<file path="src/sv/fpa_pkg.sv">
// ----------------------------------------------------------------------------
// fpa_pkg: shared types and constants of the fixed-point ALU
// Op codes, transaction structs and the pipeline stage record.
// ----------------------------------------------------------------------------
`default_nettype none

package fpa_pkg;

  // Fraction bits of the raw fixed-point format
  localparam int unsigned FRAC_BITS = 8;
  // Quotient bits of (|a| << FRAC_BITS) / |b|, one per divider stage
  localparam int unsigned DIV_W = 32 + FRAC_BITS;

  typedef enum logic [3:0] {
    OP_ADD      = 4'd0,
    OP_SUB      = 4'd1,
    OP_MUL      = 4'd2,
    OP_DIV      = 4'd3,
    OP_GT       = 4'd4,
    OP_LT       = 4'd5,
    OP_GE       = 4'd6,
    OP_LE       = 4'd7,
    OP_EQ       = 4'd8,
    OP_NE       = 4'd9,
    OP_MIN      = 4'd10,
    OP_MAX      = 4'd11,
    OP_INC      = 4'd12,
    OP_DEC      = 4'd13,
    OP_FROM_INT = 4'd14,
    OP_TO_INT   = 4'd15
  } op_t;

  typedef struct packed {
    op_t                op;
    logic signed [31:0] operand_a;
    logic signed [31:0] operand_b;
  } in_t;

  typedef struct packed {
    logic signed [31:0] value;
    logic               compare_true;
    logic               divide_by_zero;
  } out_t;

  // One pipeline stage: simple results ride along with the divider state
  typedef struct packed {
    logic               valid;
    op_t                op;
    logic [31:0]        value;
    logic               cmp;
    logic               dz;
    logic               neg;
    logic [31:0]        dvs;
    logic [32:0]        rem;
    logic [DIV_W-1:0]   num;
    logic signed [63:0] prod;
  } stg_t;

endpackage

`default_nettype wire

</file>
<file path="src/sv/fpa_div_stage.sv">
// ----------------------------------------------------------------------------
// fpa_div_stage: one registered restoring-division step
// Shifts one dividend bit into the remainder and one quotient bit out.
// ----------------------------------------------------------------------------
`default_nettype none

module fpa_div_stage (
  input  wire logic         clk,
  input  wire logic         rst_n,
  input  wire logic         en,
  input  wire fpa_pkg::stg_t stg_i,
  output fpa_pkg::stg_t     stg_o
);

  fpa_pkg::stg_t stg_r;
  fpa_pkg::stg_t stg_nxt;
  logic [32:0]   rem_sh;
  logic          ge;

  // Trial subtract of the divisor from the shifted remainder
  always_comb begin
    rem_sh  = {stg_i.rem[31:0], stg_i.num[fpa_pkg::DIV_W-1]};
    ge      = (rem_sh >= {1'b0, stg_i.dvs});
    stg_nxt = stg_i;
    stg_nxt.rem = ge ? (rem_sh - {1'b0, stg_i.dvs}) : rem_sh;
    stg_nxt.num = {stg_i.num[fpa_pkg::DIV_W-2:0], ge};
  end

  // Advance when the pipeline moves
  always_ff @(posedge clk) begin
    if (!rst_n) begin
      stg_r.valid <= 1'b0;
    end else if (en) begin
      stg_r <= stg_nxt;
    end
  end

  assign stg_o = stg_r;

endmodule

`default_nettype wire

</file>
<file path="config.mk">
export PLATFORM = sky130hd
export DESIGN_NAME = fpa_div_stage
export DESIGN_NICKNAME = d
export VERILOG_FILES = /design/src/sv/fpa_pkg.sv /design/src/sv/fpa_div_stage.sv
export SDC_FILE = /design/constraint.sdc
export NUM_CORES = 1
export LEC_CHECK = 0
export ABC_AREA = 1
export BUFFER_PORTS_ARGS = -buffer_cell sky130_fd_sc_hd__buf_2
export CAP_MARGIN = 40
export CELL_PAD_IN_SITES_DETAIL_PLACEMENT = 1
export CELL_PAD_IN_SITES_GLOBAL_PLACEMENT = 2
export CORE_ASPECT_RATIO = 1.75
export CORE_MARGIN = 10
export CORE_UTILIZATION = 31
export DETAILED_ROUTE_END_ITERATION = 6
export HOLD_SLACK_MARGIN = 0.02
export PLACE_DENSITY_LB_ADDON = 0.1
export SKIP_CTS_REPAIR_TIMING = 1
export SYNTH_ARGS = -nofsm -noshare
export SYNTH_HDL_FRONTEND = slang
export SYNTH_SLANG_ARGS = --single-unit
</file>
<file path="constraint.sdc">
create_clock -name clk -period 13.54 [get_ports clk]
set_input_delay 2.031 -clock clk [delete_from_list [all_inputs] [get_ports clk]]
set_output_delay 2.031 -clock clk [all_outputs]
set_load 0.05 [all_outputs]
</file>
==> flow_metrics.py <==
metrics = {
    "floorplanning": {
        "num_rows": 86,
        "core_area_um2": 31300,
        "die_w_um": 154,
        "floorplan.initialDensity": 0.312,
        "design.die.area_um2": 39300,
        "io_pins": 421,
        "die_y_um": 255,
    },
    "yosys": {
        "synth.distinct_cells": 33,
        "netlist_instances": 915,
        "avgSynthCellArea_um2": 10.7,
        "synth.largest_area_cell": "edfxtp_1",
        "synth_area_um2": 9780,
        "seq_area_frac_synth": 0.641,
        "ys_seq_elements": 209,
        "synth_nets": 1160,
        "yosysTopAreaCellShare": 0.639,
        "yosys_warnings": 0,
        "synth.area.top_cells": "edfxtp_1, nand2_1, inv_1",
    },
    "timing": {
        "hold_slack_ps": 585,
        "max_slew.worst_pin.slew_ps": 780,
        "relSlewSlack": 0.480,
        "fmaxAchievable_mhz": 222,
        "period_minus_slack_ps": 4510,
        "slew_viol_final": 0,
        "rsz0062_at_grt": "false",
        "hold_viol_final": 0,
        "setup_violations": 0,
        "period_share": 0.333,
        "finClkSkew_ps": 0,
        "fin_tns_setup_ps": 0,
    },
    "clocking": {
        "cts_root_buf": "clkbuf_16",
        "clock_path_buffers": 3,
        "cts_buffers": 22,
        "ctsHtreeMaxLevel": 1,
        "clk_pin_slew_ps": 60,
        "cts_sinks": 209,
        "tritoncts": "built",
        "clkLatencyLatePin_ps": 510,
    },
    "setup_path": {
        "rrSetupSlack_ps": 12880,
        "r2r_cells": 2,
        "endpoint_kind": "flop",
        "r2r_start": "stg_o[208]$_SDFFE_PN0P_",
        "cp-start-kind": "primary input",
        "cp_max_fo": 34,
        "r2r-end": "stg_o[208]$_SDFFE_PN0P_",
        "crit_type": "primary input to flop",
        "worst-endpoint-arrival_ps": 4890,
        "cp_data_required_time_ps": 13920,
    },
    "final_layout": {
        "nFillCells": 3699,
        "fin_util": 0.417,
        "multi_input_area_um2": 2760,
        "layout_commonest_cell": "buf_2",
        "layout_common_cells": "buf_2, nand2_1, edfxtp_1",
        "final-seq-area_um2": 6270,
        "final_net_count": 1594,
        "drive_gt1_frac": 0.392,
        "largest_reg_flops": 209,
        "areaGrowthSynthToFinish_pct": 33.4,
    },
    "power_and_ir_drop": {
        "intPower_mw": 1.24,
        "power_density_nw_per_um2": 140,
        "p_sw_uw": 585,
        "combPwrFrac": 0.235,
        "seqPwrFrac": 0.426,
        "p_sw_frac": 0.320,
        "leakagePower_nw": 6.36,
        "peakVddDrop_mv": 0.0918,
        "power_frac_clock": 0.339,
    },
    "place": {
        "dp_hpwl_um": 34000,
        "numPortBuffers": 419,
        "gp_congestion": 0.832,
    },
    "routing": {
        "ant_nets": 0,
        "drt_iter0_drc": 287,
        "dr.pass1.iters": 5,
        "drt_wl_total_um": 40700,
        "vias": 8061,
        "wl_per_cell_um": 23.1,
        "vias_per_cell": 4.57,
        "drc_errors": 0,
    },
    "global_route": {
        "grt_overflow": 0,
        "top_usage_layer": "met2",
        "grt.met2_usage": 0.399,
        "use_met3": 0.0629,
        "grt_pass1_wl_um": 57000,
        "antenna_found_initial": 10,
        "use_met1": 0.172,
        "grtUsageTotal": 0.196,
        "grt_pass1_vias": 8565,
        "grt_max_degree": 102,
    },
    "hold_path": {
        "hold_class": "flop to flop",
        "hp-start": "stg_o[208]$_SDFFE_PN0P_",
        "min_to": "stg_o[208]$_SDFFE_PN0P_",
        "worstHoldPathCells": 2,
    },
    "run_status": {
        "status": "complete, no violations",
    },
    "flow_run": {
        "maxCapViolations": 0,
    },
}
[area by class of cell]
class | instances | area share
multi-input cells | 523 | 0.212
clock inverters | 11 | 0.0106
repair buffers | 422 | 0.164
inverters | 171 | 0.0498
clock buffers | 28 | 0.0455
diodes | 2 | 0.000384
well taps | 396 | 0.0380
flip-flops and latches | 209 | 0.480
[how the worst max path moves through the flow]
stage | from | end | slack (ps) | cells after the start
2_1_floorplan | rst_n | stg_o[0]$_DFFE_PP_ | 6920 | 2
3_3_place_gp | stg_i[158] | stg_o[123]$_DFFE_PP_ | 8450 | 11
3_5_place_dp | stg_i[158] | stg_o[125]$_DFFE_PP_ | 8420 | 11
4_1_cts | stg_i[158] | stg_o[125]$_DFFE_PP_ | 8960 | 11
5_1_grt | stg_i[160] | stg_o[126]$_DFFE_PP_ | 8800 | 11
6_report | stg_i[158] | stg_o[119]$_DFFE_PP_ | 9030 | 11
[metrics by stage]
stage	std cells	setup slack [ps]	power (mW)	cell area [µm²]
final	1762	9030	1.83	13000
after detailed placement	1721	8420	1.23	12300
after global routing	1762	8800	1.91	13000
after CTS	1760	8960	1.86	13000
after global placement	1720	8450	1.22	12300
after floorplan	915	6920	1.10	9780
[synthesized netlist by cell type, drive strengths merged]
master and instances:
a21oi 21, and2 5, buf 12, dfxtp 1, edfxtp 208, fa 1
ha 32, inv 171, nand2 329, nand3 31, nand3b 1, nand4 36
nor2 40, nor3 8, o21ai 2, o21bai 1, or2 1, xnor2 1
xor2 14
[critical path: stages]
cell,delay [ps]
buf_2,80
inv_1,40
ha_1,420
nand2_1,170
nor2_2,180
nand2_1,170
nor2_4,160
nand4_4,570
nand3_4,820
nand2_2,100
nand2_2,110
[power by group through the flow]
stage	logic, mW	clock network, mW	registers (mW)
CTS	0.439	0.639	0.780
floorplan	0.135	0	0.962
global placement	0.433	0	0.791
finish	0.429	0.619	0.779
detailed placement	0.439	0	0.793
global route	0.463	0.665	0.783
[cells by family after synthesis]
family | after synthesis | share of synthesized area
xor+xnor | 15 | 0.0134
fa+ha+maj | 33 | 0.0430
flops | 209 | 0.641
buf+inv | 183 | 0.0775
compound gates | 24 | 0.0129
simple gates | 451 | 0.212
[layer usage]
metal	vias up	share of wire
li1	3850	-
met1	3849	0.31
met2	293	0.58
met3	55	0.085
met4	14	0.029
met5	-	0.0026
Note: power is estimated with default switching activity, not from simulation.
